## src/lcq_pool_ram.sv

```systemverilog
// Generic single-port-write, single-port-read synchronous RAM with a
// registered read. Holds the shared block pool. No dependencies.
module lcq_pool_ram #(
  parameter int unsigned Depth = 512,
  parameter int unsigned Width = 8,
  localparam int unsigned Aw   = $clog2(Depth)
) (
  input  logic             clk_i,
  input  logic             wr_en_i,
  input  logic [Aw-1:0]    wr_addr_i,
  input  logic [Width-1:0] wr_data_i,
  input  logic             rd_en_i,
  input  logic [Aw-1:0]    rd_addr_i,
  output logic [Width-1:0] rd_data_o
);

  logic [Width-1:0] mem_q [Depth];

  always_ff @(posedge clk_i) begin
    if (wr_en_i) begin
      mem_q[wr_addr_i] <= wr_data_i;
    end
  end

  always_ff @(posedge clk_i) begin
    if (rd_en_i) begin
      rd_data_o <= mem_q[rd_addr_i];
    end
  end

endmodule

```

## config.mk

```make
export PLATFORM = sky130hd
export DESIGN_NAME = lcq_pool_ram
export DESIGN_NICKNAME = d
export VERILOG_FILES = /design/src/lcq_pool_ram.sv
export SDC_FILE = /design/constraint.sdc
export NUM_CORES = 2
export LEC_CHECK = 0
export BUFFER_PORTS_ARGS = -buffer_cell sky130_fd_sc_hd__buf_2
export CORE_MARGIN = 2
export CORE_UTILIZATION = 59
export DETAILED_ROUTE_END_ITERATION = 16
export GPL_ROUTABILITY_DRIVEN = 0
export PLACE_DENSITY = 0.73
export SETUP_SLACK_MARGIN = 0.3
export SLEW_MARGIN = 20
export SYNTH_ARGS = -nofsm -noshare
export SYNTH_HDL_FRONTEND = slang
export SYNTH_SLANG_ARGS = --single-unit
export TNS_END_PERCENT = 50
```

## constraint.sdc

```tcl
create_clock -name clk_i -period 3 [get_ports clk_i]
set_input_delay 0 -clock clk_i [delete_from_list [all_inputs] [get_ports clk_i]]
set_output_delay 0 -clock clk_i [all_outputs]
set_load 0.02 [all_outputs]
```

==> metrics.md <==
| Metric | Value |
|---|---|
| Most area-hungry cell type in the Yosys netlist | edfxtp_1 |
| RSZ-0062 raised after global routing | yes |
| Gr busiest metal | met2 |
| Port Buffer Count | 36 |
| P_sw | 25.6 mW |
| Latest clock arrival within the worst-skew pair | 0.96 ns |
| Outcome | complete, no violations |
| Sequential cell area | 123,000 um^2 |
| # fillers | roughly 17,000 |
| CTS tree | built |
| Detailed Route Iter0 Violations | 13,400 |
| Synthesized area | 160,000 um^2 |
| Multi-input gate area | 34,100 um^2 |
| Synth async-reset ratio | 0 |
| Layout cell share with drive strength beyond 1 | 0.225 |
| Fin crit share | 0.909 |
| CTS root buf | clkbuf_16 |
| Final Setup Violations | 0 |
| CP Max Fanout | 2 |
| Setup bufs post-CTS | 0 |
| Met3 usage | 0.0681 |
| Ys flop type | edfxtp_1 |
| Placed cells | 11,900 |
| Core ar. | 270,000 um^2 |
| Final Hold Fails | 0 |
| Worst setup EP type | flip-flop |
| Clk sinks | 4,104 |
| Fmax | ~0.37 GHz |
| VDD IR max | approximately 0.54 mV |
| Setup WS pre-CTS | -0.394 ns |
| Post-route setup TNS | 0 ns |
| Yosys reg bits | 4,104 |
| MaxCap Viol Count | 0 |
| Mapped Cells | 8,030 |
| Share of power burned in registers | 0.532 |
| Synth top area share | 0.770 |
| GRT met1 Usage | 0.422 |
| Internal power of the cells | roughly 93 mW |
| Final Max Slew Viols | 0 |
| Area Overhead vs Synth | 14.1% |
| ANT nets after route | 0 |
| R2r setup slk | 0.27 ns |
| Clk_skew | between 0.06 and 0.07 ns |
| Drt pass-1 iters | 6 |
| Max-slew headroom | 0.208 |
| Clk network pwr share | 0.415 |
| Register area share after synthesis | 0.770 |
| Kind of critical path | reg2reg |
| H-tree depth | 5 |
| Post-DP HPWL | 260 mm |
| Via count | 85,400 |
| Tmin final | 2.73 ns |
| Num CTS Buffers | 399 |
| Leakage | around 59 nW |
| First-pass GRT wire length | 595 mm |
| Initial antenna violation count | 17 |
| Vias in the first global route | 84,100 |
| Comb pwr share | 0.053 |
| Distinct cells, synth | 50 |
| Reg2Reg Depth | 10 |
| Yosys warnings | 0 |
| Clk buf depth | 4 |
| Die footprint | between 200,000 and 300,000 um^2 |
| Mean Syn Cell Area | 19.9 um^2 |
| Routed WL | 414 mm |
| Tightest Pin Transition | about 1.2 ns |
| Initial core utilization | 0.592 |
| Critical path launch point type | flip-flop |
| Die Y | between 500 and 600 um |
| Min-Delay Path Depth | 6 |
| Non-filler cells, final | 12,600 |
| Largest cells by area after synthesis | edfxtp_1, mux4_2, mux2i_1 |
| # DRC | 0 |
| Net Sw Frac | 0.215 |
| Post-Route Utilization | 0.675 |
| Largest net degree at the start of global routing | about 110 |
| Design area | 183,000 um^2 |
| Num rows | 191 |
| Post-synth EDFFs | roughly 4,100 |
| GR Overflow Total | 0 |
| Global Route Usage Sum | 0.298 |
| Post-placement cell area | 169,000 um^2 |
| IO Pins | 37 |
| Worst-path clk slew | about 0.060 ns |
| Crit path DAT | between 3 and 4 ns |
| Syn Nets | roughly 8,100 |
| Pwr Density | 651 nW/um^2 |
| Vias/cell | between 6 and 7 |
| Hold Path Class | in2reg |
| WL per Instance | 32.8 um |
| Die width | 525 um |
| Nets | approximately 8,700 |
| Final Worst Setup Slack | 0.273 ns |
| GRT met2 Usage | 0.463 |
| WP data required | 3.83 ns |
flip-flops by register name, summed over array words and instances, names as in the netlist:
name,flops
mem_q,4096
rd_data_o,8
timing repair:
action | CTS | global route
setup endpoints to repair | 3 | 11
hold buffers | 18 | 0
gates resized for setup | 3 | 11
endpoints found under the hold margin | 3564 | 0
final cells by class:
| type | count | share of cell area |
|---|---|---|
| Tap cell | 3570 | 0.0245 |
| Sequential cell | 4104 | 0.675 |
| Multi-Input combinational cell | 3410 | 0.187 |
| Timing Repair Buffer | 790 | 0.0433 |
| Clock inverter | 252 | 0.0135 |
| Inverter | 3 | 0.000103 |
| Clock buffer | 476 | 0.0568 |
| Antenna cell | 6 | 0.0000823 |
kinds of logic after synthesis:
logic type             count (synthesis)  share of synthesized area
AOI/OAI and AO/OA                    979                     0.0431
DFF                                 4104                      0.770
and+or+nand+nor                      980                     0.0263
muxes                               1451                      0.142
buffers and inverters                516                     0.0185
worst max-delay path: stages (launching register included):
cell	delay, ns
edfxtp_1	0.32
mux2i_1	0.10
o221ai_1	0.38
nor3_1	0.16
nor4_1	0.51
buf_4	0.20
o311ai_0	0.11
buf_4	0.19
nor4_2	0.26
buf_4	0.19
o2111a_1	0.18
cells in the mapped netlist, types with 36 or more instances:
cell and number:
edfxtp_1 4104, mux2i_1 797, mux4_2 654, nor2_1 597
o221ai_1 371, clkbuf_1 265, a21oi_1 194, o22ai_1 163
o21ai_0 118, nand2_1 111, nor3_1 109, buf_4 70
buf_6 64, a22oi_1 61, buf_2 57, buf_1 41
nand3_1 36, nor4_1 36
cell usage in the layout (no fill, tap or decap), drive strengths merged, types with 163 or more instances in the layout:
master	netlist	routed
a21oi	194	194
buf	248	771
clkbuf	265	477
clkinv	0	192
edfxtp	4104	4104
mux2i	797	797
mux4	654	654
nor2	597	597
o221ai	372	372
o22ai	163	163
power groups by stage:
| stage | combinational [mW] | sequential [mW] | clock (mW) |
|---|---|---|---|
| 6_report | 6.27 | 63.2 | 49.3 |
| 5_1_grt | 6.49 | 63.2 | 51.9 |
| 4_1_cts | 6.19 | 63.2 | 49.7 |
| 3_5_place_dp | 6.13 | 64.4 | 0 |
| 3_3_place_gp | 6.01 | 64.4 | 0 |
| 2_1_floorplan | 3.00 | 64.4 | 0 |
path summary, 6_finish.rpt:
path / end / start
max: rd_data_o[2]$_DFFE_PP_ / mem_q[33][2]$_DFFE_PP_
max reg2reg: rd_data_o[2]$_DFFE_PP_ / mem_q[33][2]$_DFFE_PP_
min: mem_q[217][0]$_DFFE_PP_ / wr_addr_i[3]
min reg2reg: rd_data_o[3]$_DFFE_PP_ / mem_q[375][3]$_DFFE_PP_
layer usage:
metal  wire length (um)  up-vias  part of all wire
met4              16200        8             0.039
met5                 43        -           0.00010
li1                   -    34800                 -
met2             195000     5853              0.47
met1             150000    43900              0.36
met3              52100      852              0.13
stage by stage:
stage	hold slack [ns]	total power, mW
after floorplan	0.0989	67.4
after global placement	0.466	70.4
after detailed placement	0.461	70.5
after CTS	0.0241	119
after global routing	0.0713	122
final	0.0782	119
No activity file was read; power rests on OpenSTA's default activity.
