File: config.mk
export PLATFORM = sky130hd
export DESIGN_NAME = lcq_free_map
export DESIGN_NICKNAME = d
export VERILOG_FILES = /design/src/lcq_pkg.sv /design/src/lcq_free_map.sv
export SDC_FILE = /design/constraint.sdc
export NUM_CORES = 1
export LEC_CHECK = 0
export BUFFER_PORTS_ARGS = -buffer_cell sky130_fd_sc_hd__buf_2
export CORE_ASPECT_RATIO = 1.5
export CORE_MARGIN = 5
export CORE_UTILIZATION = 55
export DETAILED_ROUTE_END_ITERATION = 8
export PLACE_DENSITY_LB_ADDON = 0.08
export SETUP_SLACK_MARGIN = 0.15
export SLEW_MARGIN = 25
export SYNTH_ARGS = -nofsm -noshare
export SYNTH_HDL_FRONTEND = slang
export SYNTH_SLANG_ARGS = --single-unit
File: constraint.sdc
create_clock -name clk_i -period 2.29 [get_ports clk_i]
set_clock_uncertainty 0.15 [all_clocks]
set_input_delay 0 -clock clk_i [delete_from_list [all_inputs] [get_ports clk_i]]
set_output_delay 0 -clock clk_i [all_outputs]
set_load 0.005 [all_outputs]
File: src/lcq_pkg.sv
// Package for the linked-block channel queues: sizes, derived widths,
// shared types and status codes. Used by every module under src but lcq_pool_ram.
// Depends on nothing.
package lcq_pkg;

  localparam int unsigned NumBlocks     = 32;
  localparam int unsigned BlockSizeLog2 = 4;
  localparam int unsigned NumChannels   = 8;

  localparam int unsigned BlkW     = $clog2(NumBlocks);
  localparam int unsigned PoolAw   = BlkW + BlockSizeLog2;
  localparam int unsigned PoolDepth = NumBlocks << BlockSizeLog2;
  localparam int unsigned ChIdxW   = (NumChannels > 1) ? $clog2(NumChannels) : 1;

  localparam int unsigned FuncW    = 1;
  localparam int unsigned ChanW    = 3;
  localparam int unsigned DataW    = 8;
  localparam int unsigned StatusW  = 3;
  localparam int unsigned CountW   = 9;

  localparam logic [CountW-1:0] CountMax      = 9'd511;
  localparam logic [CountW-1:0] LimitReset    = 9'd511;
  localparam logic [DataW-1:0]  NumBlocksByte = DataW'(NumBlocks);
  localparam logic [4:0]        ChanLimit     = 5'(NumChannels);

  localparam logic [FuncW-1:0] FuncPut = 1'b0;
  localparam logic [FuncW-1:0] FuncGet = 1'b1;

  typedef enum logic [StatusW-1:0] {
    StOk        = 3'd0,
    StOverLimit = 3'd1,
    StNoBlock   = 3'd2,
    StEmpty     = 3'd3,
    StBroken    = 3'd4
  } status_e;

  // Per-channel bookkeeping: active flag, read pointer, write pointer, byte count.
  typedef struct packed {
    logic              active;
    logic [PoolAw-1:0] head;
    logic [PoolAw-1:0] tail;
    logic [CountW-1:0] count;
  } chan_t;

  // Block allocation request: take the lowest free block and/or give one back.
  typedef struct packed {
    logic            take;
    logic            give;
    logic [BlkW-1:0] give_blk;
  } fm_ctrl_t;

endpackage

File: src/lcq_free_map.sv
// Free-block bitmap with lowest-free-first selection.
// Depends on lcq_pkg.
module lcq_free_map (
  input  logic                        clk_i,
  input  logic                        rst_ni,
  input  lcq_pkg::fm_ctrl_t           ctrl_i,
  output logic                        any_free_o,
  output logic [lcq_pkg::BlkW-1:0]    low_blk_o
);

  logic [lcq_pkg::NumBlocks-1:0] map_q, map_d;

  // Lowest set bit wins.
  always_comb begin
    low_blk_o = '0;
    for (int i = lcq_pkg::NumBlocks - 1; i >= 0; i--) begin
      if (map_q[i]) begin
        low_blk_o = lcq_pkg::BlkW'(i);
      end
    end
  end

  assign any_free_o = |map_q;

  always_comb begin
    map_d = map_q;
    if (ctrl_i.take) begin
      map_d[low_blk_o] = 1'b0;
    end
    if (ctrl_i.give) begin
      map_d[ctrl_i.give_blk] = 1'b1;
    end
  end

  always_ff @(posedge clk_i or negedge rst_ni) begin
    if (!rst_ni) begin
      map_q <= '1;
    end else begin
      map_q <= map_d;
    end
  end

  a_take_needs_free: assert property (@(posedge clk_i) disable iff (!rst_ni)
    ctrl_i.take |-> any_free_o)
    else $error("block taken with no free block");

  a_give_held_block: assert property (@(posedge clk_i) disable iff (!rst_ni)
    ctrl_i.give |-> !map_q[ctrl_i.give_blk])
    else $error("block given back while already free");

endmodule

==> impl_metrics.yaml <==
grt:
  grt-busiest-layer: "met2"
  antenna_found_initial: 0
  grt_use_total: 0.2626
  grt_remaining_overflow: 0
  grt_pass1_wl_um: 9963
  grt_use_met3: 0.05124
  use_met2: 0.4266
  met1_usage: 0.2985
  grt_pass1_vias: 2135
  grt_max_degree: 33
sta:
  worst_slack_ns: 0.06125
  finalCriticalPeriod_ns: 2.229
  rsz0062_at_grt: "yes"
  relSlewSlack: 0.5283
  fin_crit_sh: 0.9733
  max_freq_mhz: 448.7
  final_max_slew_viol_count: 0
  tightest_slew_ns: 0.7075
  holdWs_ns: -0.009655
  hold_violations: 32
  setup_viol: 0
worst_setup_path:
  cp-start-kind: "register"
  crit_required_ns: 2.32
  crit_path_start: "map_q[6]"
  cp_data_arrival_time_ns: 2.26
  crit_path_max_fanout: 4
  endpoint_kind: "register"
  slowest_delay_ns: 0.58
  worst-path-buf-inv: 3
  path_common_cell: "buf_6"
  reg2reg_from: "map_q[6]"
  path_delay_family: "compound AO/OA/AOI/OAI gates"
  slowest_stage: "dfstp_2"
  r2r_end: "map_q[18]"
  critPathKind: "reg -> reg"
  r2r_setup_slack_ns: 0.06
  worst_r2r_path_depth: 7
  crit_cells: 7
  path_cells: "inv_2, a2111o_1, a22o_2, buf_6, a21boi_4, buf_6, o221ai_1"
cells_and_area:
  top_register: "map_q"
  largest_register_ffs: 32
  final_cell_mix: "dfstp_2, nand2_1, buf_4, inv_1, nor2_1"
  mostFrequentLayoutCell: "dfstp_2"
  layout-drive-gt1-share: 0.4118
  antennaDiodeCount: 0
  top_regs: "map_q (32)"
  fin_util: 0.7487
  design_area_um2: 2557
  nets: 281
  syn_to_final_growth_pct: 30.19
flow_run:
  drv_cap: 0
synth:
  syn_inst: 222
  ys_seq_elements: 32
  ys.flop_type: "dfstp_2"
  yosysWarningCount: 0
  syn_area_um2: 1964
  synth_cell_types: 46
  synth_nets: 231
  syn_avg_cell_area_um2: 8.849
  synth-edff-count: 0
  synth_seq_area_share: 0.4280
  async_flop_share: 1.000
place:
  dp_hpwl_um: 4356
  place_ws_ns: 0.03179
  io_buffers: 14
  place_area_um2: 2196
  gp_congestion: 0.9548
run_status:
  failed_checks: "hold timing"
  status: "complete, but fails checks"
clock_network:
  htreeDepth: 2
  clockBufferDepth: 2
  root_buffer: "clkbuf_8"
  clk_latency_ns: 0.29
  numCtsBuffers: 5
  cts.sinks: 32
  cts_tree: "yes"
  clk_pin_slew_ns: 0.07
power_and_ir_drop:
  vdd_drop_max_mv: 0.8283
  p_per_area_nw_per_um2: 898.8
  p_leak_nw: 1.122
floorplanning:
  initial_utilization: 0.5751
  die_area_um2: 4891
  fp.coreArea_um2: 3416
  die_y_um: 83.20
  die_w_um: 58.80
  rows: 26
  io_pins: 15
drt:
  drt-vias-per-instance: 6.621
  drt-pass1-iter-count: 5
  post-route-drc-count: 0
  ant_nets: 0
  drt_iter0_markers: 137
  wl_um: 6497
  num_vias: 2079
  wl_per_cell_um: 20.69
min_path:
  hold_path_class: "in -> async"
-- cells in the mapped netlist, types with 2 or more instances --
cell	n	area share
dfstp_2	32	0.43
nand2_1	29	0.055
inv_1	20	0.038
nor2_1	17	0.032
o21ai_0	16	0.041
o221ai_1	13	0.058
a21oi_1	11	0.028
nand3_1	7	0.018
nor3_1	7	0.018
nor4_1	7	0.022
nand3b_1	6	0.023
nand2b_1	5	0.016
o2bb2ai_1	5	0.022
o21ai_1	4	0.010
nor4_2	3	0.019
or3b_2	3	0.013
or4_1	3	0.011
a2111o_1	2	0.011
a211oi_1	2	0.0076
a31oi_1	2	0.0064
o211ai_1	2	0.0076
o311ai_0	2	0.0089
-- timing repair --
item                                    in CTS  in global routing
pin swaps                                    7                  2
hold buffers                                 4                  0
endpoints found under the setup margin      22                 26
gates resized for setup                     13                 18
buffers inserted                             7                  4
endpoints found under the hold margin       15                  0
-- layout make-up --
class / instances / area (um^2)
clock buffers: 7 / 96.34
well taps: 42 / 52.55
inverters: 21 / 78.83
multi-input cells: 168 / 1165
flip-flops and latches: 32 / 840.8
fillers: 236 / 858.3
repair buffers: 44 / 324.1
-- through the flow --
step	power, mW	cells	setup TNS, ns
global route	2.388	314	-0.02583
floorplan	1.234	222	0
detailed placement	1.593	292	0
CTS	2.157	310	0
global placement	1.592	292	0
finish	2.299	314	0
-- worst max-delay path by stage --
stage and end:
2_1_floorplan map_q[30], 3_3_place_gp map_q[26], 3_5_place_dp map_q[26], 4_1_cts low_blk_o[0], 5_1_grt low_blk_o[0], 6_report map_q[18]
-- report_power, final --
part | leakage, nW | total, mW | internal (mW) | switching, mW
registers | 0.336 | 0.837 | 0.712 | 0.125
clock network | 0.0503 | 0.476 | 0.268 | 0.209
logic | 0.736 | 0.985 | 0.452 | 0.533
-- routing by layer --
layer,wire (um),share of wire
met5,0,0
met4,340,0.052
met3,448,0.069
met2,3311,0.51
met1,2396,0.37
-- logic make-up after synthesis --
logic type / share of synthesized area
buffers and inverters: 0.04203
AOI/OAI and AO/OA: 0.2561
and+or+nand+nor: 0.2739
DFF: 0.4280
(Power assumes the default switching activity.)
