--- config.mk ---
export PLATFORM = sky130hd
export DESIGN_NAME = lcq_chan_table
export DESIGN_NICKNAME = d
export VERILOG_FILES = /design/src/lcq_pkg.sv /design/src/lcq_chan_table.sv
export SDC_FILE = /design/constraint.sdc
export NUM_CORES = 1
export LEC_CHECK = 0
export BUFFER_PORTS_ARGS = -buffer_cell sky130_fd_sc_hd__buf_4
export CORE_MARGIN = 5
export CORE_UTILIZATION = 35
export DETAILED_ROUTE_END_ITERATION = 16
export HOLD_SLACK_MARGIN = 0.06
export PLACE_DENSITY = 0.48
export SYNTH_ARGS = -nofsm -noshare
export SYNTH_HDL_FRONTEND = slang
export SYNTH_SLANG_ARGS = --single-unit
export TNS_END_PERCENT = 100
--- constraint.sdc ---
create_clock -name clk_i -period 3.4 [get_ports clk_i]
set_input_delay 1.02 -clock clk_i [delete_from_list [all_inputs] [get_ports clk_i]]
set_output_delay 1.02 -clock clk_i [all_outputs]
set_load 0.02 [all_outputs]
--- src/lcq_pkg.sv ---
// Package for the linked-block channel queues: sizes, derived widths,
// shared types and status codes. Used by every module under src but lcq_pool_ram.
// Depends on nothing.
package lcq_pkg;

  localparam int unsigned NumBlocks     = 32;
  localparam int unsigned BlockSizeLog2 = 4;
  localparam int unsigned NumChannels   = 8;

  localparam int unsigned BlkW     = $clog2(NumBlocks);
  localparam int unsigned PoolAw   = BlkW + BlockSizeLog2;
  localparam int unsigned PoolDepth = NumBlocks << BlockSizeLog2;
  localparam int unsigned ChIdxW   = (NumChannels > 1) ? $clog2(NumChannels) : 1;

  localparam int unsigned FuncW    = 1;
  localparam int unsigned ChanW    = 3;
  localparam int unsigned DataW    = 8;
  localparam int unsigned StatusW  = 3;
  localparam int unsigned CountW   = 9;

  localparam logic [CountW-1:0] CountMax      = 9'd511;
  localparam logic [CountW-1:0] LimitReset    = 9'd511;
  localparam logic [DataW-1:0]  NumBlocksByte = DataW'(NumBlocks);
  localparam logic [4:0]        ChanLimit     = 5'(NumChannels);

  localparam logic [FuncW-1:0] FuncPut = 1'b0;
  localparam logic [FuncW-1:0] FuncGet = 1'b1;

  typedef enum logic [StatusW-1:0] {
    StOk        = 3'd0,
    StOverLimit = 3'd1,
    StNoBlock   = 3'd2,
    StEmpty     = 3'd3,
    StBroken    = 3'd4
  } status_e;

  // Per-channel bookkeeping: active flag, read pointer, write pointer, byte count.
  typedef struct packed {
    logic              active;
    logic [PoolAw-1:0] head;
    logic [PoolAw-1:0] tail;
    logic [CountW-1:0] count;
  } chan_t;

  // Block allocation request: take the lowest free block and/or give one back.
  typedef struct packed {
    logic            take;
    logic            give;
    logic [BlkW-1:0] give_blk;
  } fm_ctrl_t;

endpackage

--- src/lcq_chan_table.sv ---
// Per-channel pointer and count registers, one read and one write at the
// selected channel. Depends on lcq_pkg.
module lcq_chan_table (
  input  logic                         clk_i,
  input  logic                         rst_ni,
  input  logic [lcq_pkg::ChIdxW-1:0]   idx_i,
  input  logic                         wr_en_i,
  input  lcq_pkg::chan_t               wr_data_i,
  output lcq_pkg::chan_t               rd_data_o
);

  lcq_pkg::chan_t chan_q [lcq_pkg::NumChannels];

  assign rd_data_o = chan_q[idx_i];

  always_ff @(posedge clk_i or negedge rst_ni) begin
    if (!rst_ni) begin
      for (int i = 0; i < lcq_pkg::NumChannels; i++) begin
        chan_q[i] <= '0;
      end
    end else if (wr_en_i) begin
      chan_q[idx_i] <= wr_data_i;
    end
  end

endmodule
==> flow_metrics.env, run 1 <==
export IMPL_grt_pass1_wl_um=42190
export IMPL_cts_max_path_buffers=3
export IMPL_period_needed_ns=3.302
export IMPL_fin_nets=835
export IMPL_avgSynthCellArea_sq_um=14.57
export IMPL_gp_congestion=0.7517
export IMPL_worstPathMaxFanout=13
export IMPL_grt_max_degree=75
export IMPL_drt_iter0_drc=275
export IMPL_synth_seq_cells=224
export IMPL_grtUsageTotal=0.1611
export IMPL_die_y_um=181.5
export IMPL_endpoint_kind="output pin"
export IMPL_yosysWarnings=0
export IMPL_synth_cell_types=26
export IMPL_gr_total_overflow=0
export IMPL_io_pins=62
export IMPL_tightest_slew_ns=0.6150
export IMPL_synth_commonest_cells="280 x mux2_2, 224 x dfrtp_1, 51 x a22oi_1, 28 x nand2_1, 25 x o211ai_1"
export IMPL_postCtsHoldBufs=0
export IMPL_drive_gt1_frac=0.5697
export IMPL_synthMostInstantiatedCell="mux2_2"
export IMPL_dp_hpwl_um=16750
export IMPL_largest_reg_flops=224
export IMPL_max_cap_violations=0
export IMPL_routed_wl_um=26190
export IMPL_timing_hold_ws_ns=0.4821
export IMPL_reg_top3="chan_q: 224 flops"
export IMPL_rsz0062_at_grt="false"
export IMPL_fillers=2663
export IMPL_io_buffers=61
export IMPL_regMostFlops="chan_q"
export IMPL_leakage_nw=5.325
export IMPL_synth_area_sq_mm=0.01029
export IMPL_period_share=0.9713
export IMPL_yosys_area_top_type_share=0.5447
export IMPL_antenna_cells=0
export IMPL_yosys_area_top_type="dfrtp_1"
export IMPL_area_growth_synth_to_final_pct=20.64
export IMPL_rows=62
export IMPL_arrival_ns=2.28
export IMPL_wl_per_cell_um=21.79
export IMPL_syn_num_nets=740
export IMPL_synth_edf_count=0
export IMPL_powerDensity_mw_per_mm2=626.5
export IMPL_start_util=0.3566
export IMPL_cts_tree="built"
export IMPL_viasPerCell=5.184
export IMPL_vias=6231
export IMPL_post_synth_inst_count=706
export IMPL_dp_cells=1153
export IMPL_required_ns=2.38
export IMPL_layout_cells_non_filler=1202
export IMPL_ant_nets=0
export IMPL_ir_drop_uv=322.5
export IMPL_die_w_um=181.5
export IMPL_drv_slew=0
export IMPL_antenna_found_initial=1
export IMPL_ys_top_cells_by_area="dfrtp_1 54%, mux2_2 31%, a22oi_1 3.7%"
export IMPL_die_area_sq_mm=0.03293
export IMPL_cts_num_sinks=224
export IMPL_finalSetupViolCount=0
export IMPL_outcome="finished clean"
export IMPL_path_class="in2out"
export IMPL_cts_htree_levels=1
export IMPL_fmax_ghz=0.3028
export IMPL_route_detailed_drc=0
export IMPL_hold_class="in2async"
export IMPL_cp_start_kind="input pin"
export IMPL_synthArstFlopShare=1.000
export IMPL_cts_buffers=26
export IMPL_grt_pass1_vias=7121
export IMPL_slew_headroom=0.5900
export IMPL_skew_ns=0
export IMPL_synth_ff_type="dfrtp_1"
export IMPL_finalHoldViolCount=0
export IMPL_fp_coreArea_sq_mm=0.02886
export IMPL_p_total_mw=7.776
export IMPL_utilization=0.4302
export IMPL_seq_area_frac_synth=0.5447
export IMPL_cts_clk_slew_worst_paths_ns=0.05
export IMPL_clk_latency_ns=0.52
export IMPL_clock_root_buffer="clkbuf_16"
export IMPL_firstDrtPassIters=5
routing by layer:
metal / wire (um) / up-vias / GRT usage / share of wire
met5: 13 / - / 0 / 0.00050
met4: 677 / 2 / 0.03843 / 0.026
met3: 1066 / 47 / 0.03101 / 0.041
met1: 12020 / 3270 / 0.2195 / 0.46
met2: 12410 / 103 / 0.2671 / 0.47
li1: - / 2809 / - / -
final timing paths:
check,from,to,slack (ns),cells after the start
min in group clk_i,chan_q[146]$_DFFE_PN0P_,chan_q[146]$_DFFE_PN0P_,0.49,1
setup / recovery,idx_i[0],rd_data_o[8],0.1,7
setup reg to reg,chan_q[208]$_DFFE_PN0P_,chan_q[208]$_DFFE_PN0P_,2.63,1
hold / removal,rst_ni,chan_q[87]$_DFFE_PN0P_,0.48,1
hold reg to reg,chan_q[146]$_DFFE_PN0P_,chan_q[146]$_DFFE_PN0P_,0.49,1
max in group asynchronous,rst_ni,chan_q[220]$_DFFE_PN0P_,2.13,2
cell families (layout without fill, tap and decap cells):
logic type / count (synthesis) / after routing / synth area share
compound gates: 81 / 81 / 0.05861
buf+inv: 51 / 163 / 0.02663
flops: 224 / 224 / 0.5447
mux: 305 / 305 / 0.3455
simple gates: 45 / 45 / 0.02456
cells in the final DEF (no fill, tap or decap):
cell       netlist  final
mux2_2         280    280
dfrtp_1        224    224
buf_4           11     97
a22oi_1         51     49
nand2_1         28     28
clkbuf_16        0     27
o211ai_1        25     25
mux2_4          20     20
buf_12           0     14
clkbuf_1        11     11
mux4_2           4      4
clkbuf_8         0      4
inv_1            3      3
o21ai_0          3      3
nor3_4           3      3
nor2b_1          3      2
a221oi_1         2      2
nor3b_2          0      2
a22oi_2          0      2
nand4_2          2      2
clkinv_2         0      2
buf_8            0      2
buf_6            2      2
nor2b_4          0      1
and2_2           0      1
nor2_1           2      1
nor3_1           1      1
nor2_2           0      1
nand2b_1         1      1
mux2_1           1      1
or3_2            0      1
nand4b_1         1      1
bufinv_16        0      1
critical path, stage by stage:
cell	delay, ns
buf_8	0.12
buf_12	0.16
mux2_2	0.35
a22oi_2	0.18
o211ai_1	0.13
buf_4	0.16
buf_4	0.15
through the flow:
step	setup WS (ns)	instance area, sq um	setup TNS [ns]
5_1_grt	0.02269	12410	0
3_5_place_dp	-0.03638	11520	-0.04602
6_report	0.09771	12410	0
4_1_cts	0.03582	12390	0
2_1_floorplan	0.04615	10290	0
3_3_place_gp	-0.003836	11520	-0.003836
power breakdown:
group / switching (mW) / internal, mW
clock network: 1.06 / 1.61
logic: 0.640 / 0.924
registers: 0.282 / 3.26
timing repair:
| action | CTS | global route |
|---|---|---|
| gates cloned | 0 | 0 |
| pin swaps | 0 | 2 |
| gates resized for setup | 1 | 6 |
| setup endpoints to repair | 5 | 9 |
| buffers inserted | 4 | 0 |
final cells by class:
cell class	count	area [sq um]	area share
clock buffers	42	772.0	0.06219
clock inverters	3	40.04	0.003225
inverters	3	11.26	0.0009072
multi-input cells	431	4443	0.3579
flip-flops and latches	224	5605	0.4516
well taps	384	480.5	0.03871
repair buffers	115	1061	0.08548
No activity file was read; power rests on OpenSTA's default activity.
==> inputs of run 2 (changes only) <==
--- a/config.mk
+++ b/config.mk
@@ -5,12 +5,13 @@
 export SDC_FILE = /design/constraint.sdc
 export NUM_CORES = 1
 export LEC_CHECK = 0
+export ABC_AREA = 1
 export BUFFER_PORTS_ARGS = -buffer_cell sky130_fd_sc_hd__buf_4
 export CORE_MARGIN = 5
-export CORE_UTILIZATION = 35
+export CORE_UTILIZATION = 25
 export DETAILED_ROUTE_END_ITERATION = 16
 export HOLD_SLACK_MARGIN = 0.06
-export PLACE_DENSITY = 0.48
+export PLACE_DENSITY = 0.36
 export SYNTH_ARGS = -nofsm -noshare
 export SYNTH_HDL_FRONTEND = slang
 export SYNTH_SLANG_ARGS = --single-unit
==> flow_metrics.env, run 2 <==
export IMPL_synthMostInstantiatedCell="nand2_1"
export IMPL_regMostFlops="chan_q"
export IMPL_leakage_nw=6.751
export IMPL_cts_buffers=28
export IMPL_cts_tree="built"
export IMPL_finalSetupTns_ns=0
export IMPL_mostFrequentLayoutCell="nand2_1"
export IMPL_utilization=0.3036
export IMPL_largest_reg_flops=224
export IMPL_firstDrtPassIters=5
export IMPL_crit_top_cell="nand2_1"
export IMPL_synth_commonest_cells="681 x nand2_1, 224 x dfrtp_1, 198 x o21ai_0, 167 x inv_1, 56 x nand3_1"
export IMPL_slew_headroom=0.5984
export IMPL_grt_pass1_vias=9051
export IMPL_synth_cell_types=18
export IMPL_period_share=0.9365
export IMPL_post_cts_buffers=0
export IMPL_rsz0062_at_grt="false"
export IMPL_syn_num_nets=1482
export IMPL_path_class="in2out"
export IMPL_top_layer="met4"
export IMPL_outcome="finished clean"
export IMPL_cp_top_family="buffers and inverters"
export IMPL_synth_area_sq_mm=0.01068
export IMPL_ys_top_cells_by_area="dfrtp_1 52%, nand2_1 24%, o21ai_0 9.3%"
export IMPL_synth_edf_count=0
export IMPL_synth_seq_cells=224
export IMPL_post_synth_inst_count=1448
export IMPL_tightest_slew_ns=0.6024
export IMPL_synthArstFlopShare=1.000
export IMPL_die_y_um=216.7
export IMPL_powerDensity_mw_per_mm2=602.4
export IMPL_required_ns=2.38
export IMPL_io_buffers=61
export IMPL_gr_total_overflow=0
export IMPL_reg_top3="chan_q: 224 flops"
export IMPL_yosys_area_top_type_share=0.5247
export IMPL_area_growth_synth_to_final_pct=19.76
export IMPL_wl_met2_um=15550
export IMPL_rows=75
export IMPL_fillers=4692
export IMPL_clock_root_buffer="clkbuf_16"
export IMPL_die_area_sq_mm=0.04697
export IMPL_endpoint_kind="output pin"
export IMPL_stdcell_area_sq_mm=0.01279
export IMPL_max_cap_violations=0
export IMPL_crit_chain="buf_4, clkinv_2, buf_12, nand2_1, nand2_1, nand2_1, nand2_1, nand2_1, nand2_1, buf_4"
export IMPL_routed_wl_met3_um=756
export IMPL_slowest_delay_ns=0.28
export IMPL_grt_pass1_wl_um=53140
export IMPL_ant_nets=0
export IMPL_cp_start_kind="input pin"
export IMPL_yosysWarnings=0
export IMPL_fmax_ghz=0.3141
export IMPL_arrival_ns=2.16
export IMPL_drive_gt1_frac=0.09960
export IMPL_antenna_cells=0
export IMPL_routedLengthMet1_um=15970
export IMPL_finalHoldViolCount=0
export IMPL_drv_slew=0
export IMPL_die_w_um=216.7
export IMPL_io_pins=62
export IMPL_period_needed_ns=3.184
export IMPL_ff_latch_area_sq_mm=0.005605
export IMPL_yosys_area_top_type="dfrtp_1"
export IMPL_cts_clk_slew_worst_paths_ns=0.06
export IMPL_finalSetupViolCount=0
export IMPL_synth_ff_type="dfrtp_1"
export IMPL_grtUsageTotal=0.1421
export IMPL_mostFrequentLayoutCells="677 x nand2_1, 224 x dfrtp_1, 198 x o21ai_0"
export IMPL_cts_max_path_buffers=3
export IMPL_crit_buf_inv=4
export IMPL_dp_hpwl_um=19770
export IMPL_route_detailed_drc=0
export IMPL_viasPerCell=4.294
export IMPL_post_dp_cell_area_sq_mm=0.01189
export IMPL_antenna_found_initial=0
export IMPL_multi_input_area_sq_mm=0.004026
export IMPL_cts_resized=0
export IMPL_grt_max_degree=65
export IMPL_clk_latency_ns=0.53
export IMPL_gp_congestion=0.7026
export IMPL_worstPathMaxFanout=61
export IMPL_cts_htree_levels=1
export IMPL_hold_class="in2async"
export IMPL_slowest_stage="buf_12"
export IMPL_seq_area_frac_synth=0.5247
export IMPL_skew_ns=0
export IMPL_fin_nets=1520
export IMPL_fp_coreArea_sq_mm=0.04213
export IMPL_postCtsHoldBufs=0
export IMPL_ir_drop_uv=305.3
export IMPL_avgSynthCellArea_sq_um=7.378
export IMPL_cts_num_sinks=224
export IMPL_routed_wl_um=32860
export IMPL_wl_per_cell_um=16.07
export IMPL_drt_iter0_drc=369
export IMPL_vias=8782
export IMPL_start_util=0.2535
## run 2: logic make-up after synthesis
| group | count (synthesis) | synth area share |
|---|---|---|
| buffers and inverters | 256 | 0.1010 |
| AOI/OAI and AO/OA | 224 | 0.1049 |
| DFF | 224 | 0.5247 |
| and+or+nand+nor | 744 | 0.2694 |
## run 2: path summary, 6_finish.rpt
| kind | from | endpoint | slack, ns | cells past startpoint |
|---|---|---|---|---|
| setup reg to reg | chan_q[11]$_DFFE_PN0P_ | chan_q[11]$_DFFE_PN0P_ | 2.72 | 2 |
| setup / recovery | idx_i[0] | rd_data_o[8] | 0.22 | 10 |
| hold / removal | rst_ni | chan_q[5]$_DFFE_PN0P_ | 0.43 | 1 |
| min in group clk_i | chan_q[160]$_DFFE_PN0P_ | chan_q[160]$_DFFE_PN0P_ | 0.48 | 2 |
| hold reg to reg | chan_q[160]$_DFFE_PN0P_ | chan_q[160]$_DFFE_PN0P_ | 0.48 | 2 |
| max in group asynchronous | rst_ni | chan_q[132]$_DFFE_PN0P_ | 2.21 | 2 |
## run 2: layout make-up
| type | count | share of cell area |
|---|---|---|
| multi-input cells | 968 | 0.3147 |
| clock inverters | 5 | 0.003912 |
| flip-flops and latches | 224 | 0.4381 |
| well taps | 539 | 0.05271 |
| repair buffers | 95 | 0.07394 |
| inverters | 169 | 0.04968 |
| clock buffers | 45 | 0.06689 |
## run 2: where the power goes
group / switching (mW) / internal, mW / leakage [nW] / total (mW)
Clock: 1.17 / 1.78 / 0.448 / 2.95
Combinational: 0.825 / 0.528 / 3.50 / 1.35
Sequential: 0.234 / 3.17 / 2.81 / 3.41
Total: 2.23 / 5.48 / 6.75 / 7.71
## run 2: layer usage
layer | global-route usage | up-vias
li1 | - | 4502
met1 | 0.1937 | 4144
met2 | 0.2449 | 94
met3 | 0.01926 | 42
met4 | 0.02565 | 0
met5 | 0 | -
## run 2: metrics by stage
step           cells  setup slack [ns]  total power, mW  hold WS, ns
6_report        2045            0.2161            7.707       0.4295
5_1_grt         2045           0.06599            8.245       0.4622
4_1_cts         2045            0.2065            7.875       0.4384
3_5_place_dp    1995            0.2083            4.844       0.4726
3_3_place_gp    1995            0.2218            4.827       0.4656
2_1_floorplan   1448            0.4245            4.329       0.4530
==> inputs of run 3 (changes only) <==
==> constraint.sdc (replaced) <==
create_clock -name clk_i -period 3.7 [get_ports clk_i]
set_input_delay 1.11 -clock clk_i [delete_from_list [all_inputs] [get_ports clk_i]]
set_output_delay 1.11 -clock clk_i [all_outputs]
set_load 0.02 [all_outputs]
==> flow_metrics.env, run 3 (same netlist as run 2, synthesis figures left out) <==
export IMPL_worstPathMaxFanout=89
export IMPL_reg_top3="chan_q: 224 flops"
export IMPL_antenna_found_initial=0
export IMPL_rows=75
export IMPL_p_total_mw=7.045
export IMPL_finalSetupTns_ns=0
export IMPL_mostFrequentLayoutCells="677 x nand2_1, 224 x dfrtp_1, 198 x o21ai_0"
export IMPL_postCtsHoldBufs=0
export IMPL_slew_headroom=0.5893
export IMPL_largest_reg_flops=224
export IMPL_outcome="finished clean"
export IMPL_fin_nets=1521
export IMPL_ir_drop_uv=319.0
export IMPL_cp_start_kind="input pin"
export IMPL_cts_clk_slew_worst_paths_ns=0.05
export IMPL_routed_wl_um=32430
export IMPL_drv_slew=0
export IMPL_utilization=0.3014
export IMPL_io_pins=62
export IMPL_vias=8706
export IMPL_wl_per_cell_um=15.87
export IMPL_drive_gt1_frac=0.1010
export IMPL_antenna_cells=0
export IMPL_fmax_ghz=0.2919
export IMPL_clk_latency_ns=0.55
export IMPL_die_w_um=216.7
export IMPL_die_area_sq_mm=0.04697
export IMPL_start_util=0.2535
export IMPL_path_class="in2out"
export IMPL_powerDensity_mw_per_mm2=554.7
export IMPL_arrival_ns=2.32
export IMPL_drt_iter0_drc=517
export IMPL_dp_hpwl_um=19430
export IMPL_fillers=4603
export IMPL_period_needed_ns=3.426
export IMPL_cts_tree="built"
export IMPL_mostFrequentLayoutCell="nand2_1"
export IMPL_grt_pass1_vias=8923
export IMPL_cts_num_sinks=224
export IMPL_grtUsageTotal=0.1401
export IMPL_endpoint_kind="output pin"
export IMPL_route_detailed_drc=0
export IMPL_timing_hold_ws_ns=0.4787
export IMPL_cts_max_path_buffers=3
export IMPL_max_cap_violations=0
export IMPL_gp_congestion=0.6894
export IMPL_cts_htree_levels=1
export IMPL_required_ns=2.59
export IMPL_ant_nets=0
export IMPL_regMostFlops="chan_q"
export IMPL_die_y_um=216.7
export IMPL_period_share=0.9258
export IMPL_gr_total_overflow=0
export IMPL_fp_coreArea_sq_mm=0.04213
export IMPL_finalSetupViolCount=0
export IMPL_leakage_nw=6.720
export IMPL_rsz0062_at_grt="false"
export IMPL_area_growth_synth_to_final_pct=18.89
export IMPL_io_buffers=61
export IMPL_cts_resized=0
export IMPL_clock_root_buffer="clkbuf_16"
export IMPL_finalHoldViolCount=0
export IMPL_grt_max_degree=90
export IMPL_grt_pass1_wl_um=52370
export IMPL_post_cts_buffers=0
export IMPL_viasPerCell=4.259
export IMPL_tightest_slew_ns=0.6160
export IMPL_skew_ns=0
export IMPL_cts_buffers=29
export IMPL_hold_class="reg2reg"
export IMPL_firstDrtPassIters=5
## run 3: cell count changes in the layout (fill, tap and decap cells not counted), sizes merged
cell	change
bufinv	-1
clkbuf	-1
inv	+1
## run 3: power by group
part | switching (mW) | leakage, nW | internal, mW | total (mW)
sequential | 0.216 | 2.81 | 2.92 | 3.13
combinational | 0.756 | 3.46 | 0.475 | 1.23
clock | 1.08 | 0.449 | 1.60 | 2.68
total | 2.05 | 6.72 | 4.99 | 7.04
## run 3: path summary, 6_finish.rpt
| path | start | end | slack (ns) | cells past startpoint |
|---|---|---|---|---|
| max | idx_i[0] | rd_data_o[2] | 0.27 | 9 |
| min | chan_q[60]$_DFFE_PN0P_ | chan_q[60]$_DFFE_PN0P_ | 0.48 | 2 |
| max reg2reg | chan_q[172]$_DFFE_PN0P_ | chan_q[172]$_DFFE_PN0P_ | 3.03 | 2 |
| min reg2reg | chan_q[60]$_DFFE_PN0P_ | chan_q[60]$_DFFE_PN0P_ | 0.48 | 2 |
| max in group asynchronous | rst_ni | chan_q[67]$_DFFE_PN0P_ | 2.36 | 2 |
| min in group asynchronous | rst_ni | chan_q[60]$_DFFE_PN0P_ | 0.53 | 1 |
## run 3: per-stage QoR
stage	setup WS, ns	cell area, sq um	cells
4_1_cts	0.2590	12700	2044
6_report	0.2745	12700	2044
3_5_place_dp	0.2638	11800	1995
5_1_grt	0.1311	12700	2044
3_3_place_gp	0.2646	11800	1995
2_1_floorplan	0.5445	10680	1448
## run 3: area by class of cell
class	count	area, sq um	area share
Clock buffer	44	872.1	0.06866
Clock inverter	5	28.78	0.002266
Inverter	169	635.6	0.05004
Multi-Input combinational cell	968	4026	0.3170
Sequential cell	224	5605	0.4413
Tap cell	539	674.4	0.05310
Timing Repair Buffer	95	858.3	0.06758
## run 3: worst max-delay path, cell delays in order
cell and delay [ns]:
buf_4 0.11, buf_12 0.39, nand2_1 0.12, nand2_1 0.09
nand2_1 0.05, nand2_1 0.07, nand2_1 0.05, nand2_1 0.14
buf_4 0.16
## run 3: layer usage
| layer | GRT usage | vias up | share of wire | routed length, um |
|---|---|---|---|---|
| met5 | 0 | - | 0 | 0 |
| met1 | 0.1913 | 4063 | 0.48 | 15660 |
| li1 | - | 4497 | - | - |
| met3 | 0.02107 | 43 | 0.030 | 977 |
| met4 | 0.02671 | 0 | 0.018 | 592 |
| met2 | 0.2386 | 103 | 0.47 | 15200 |
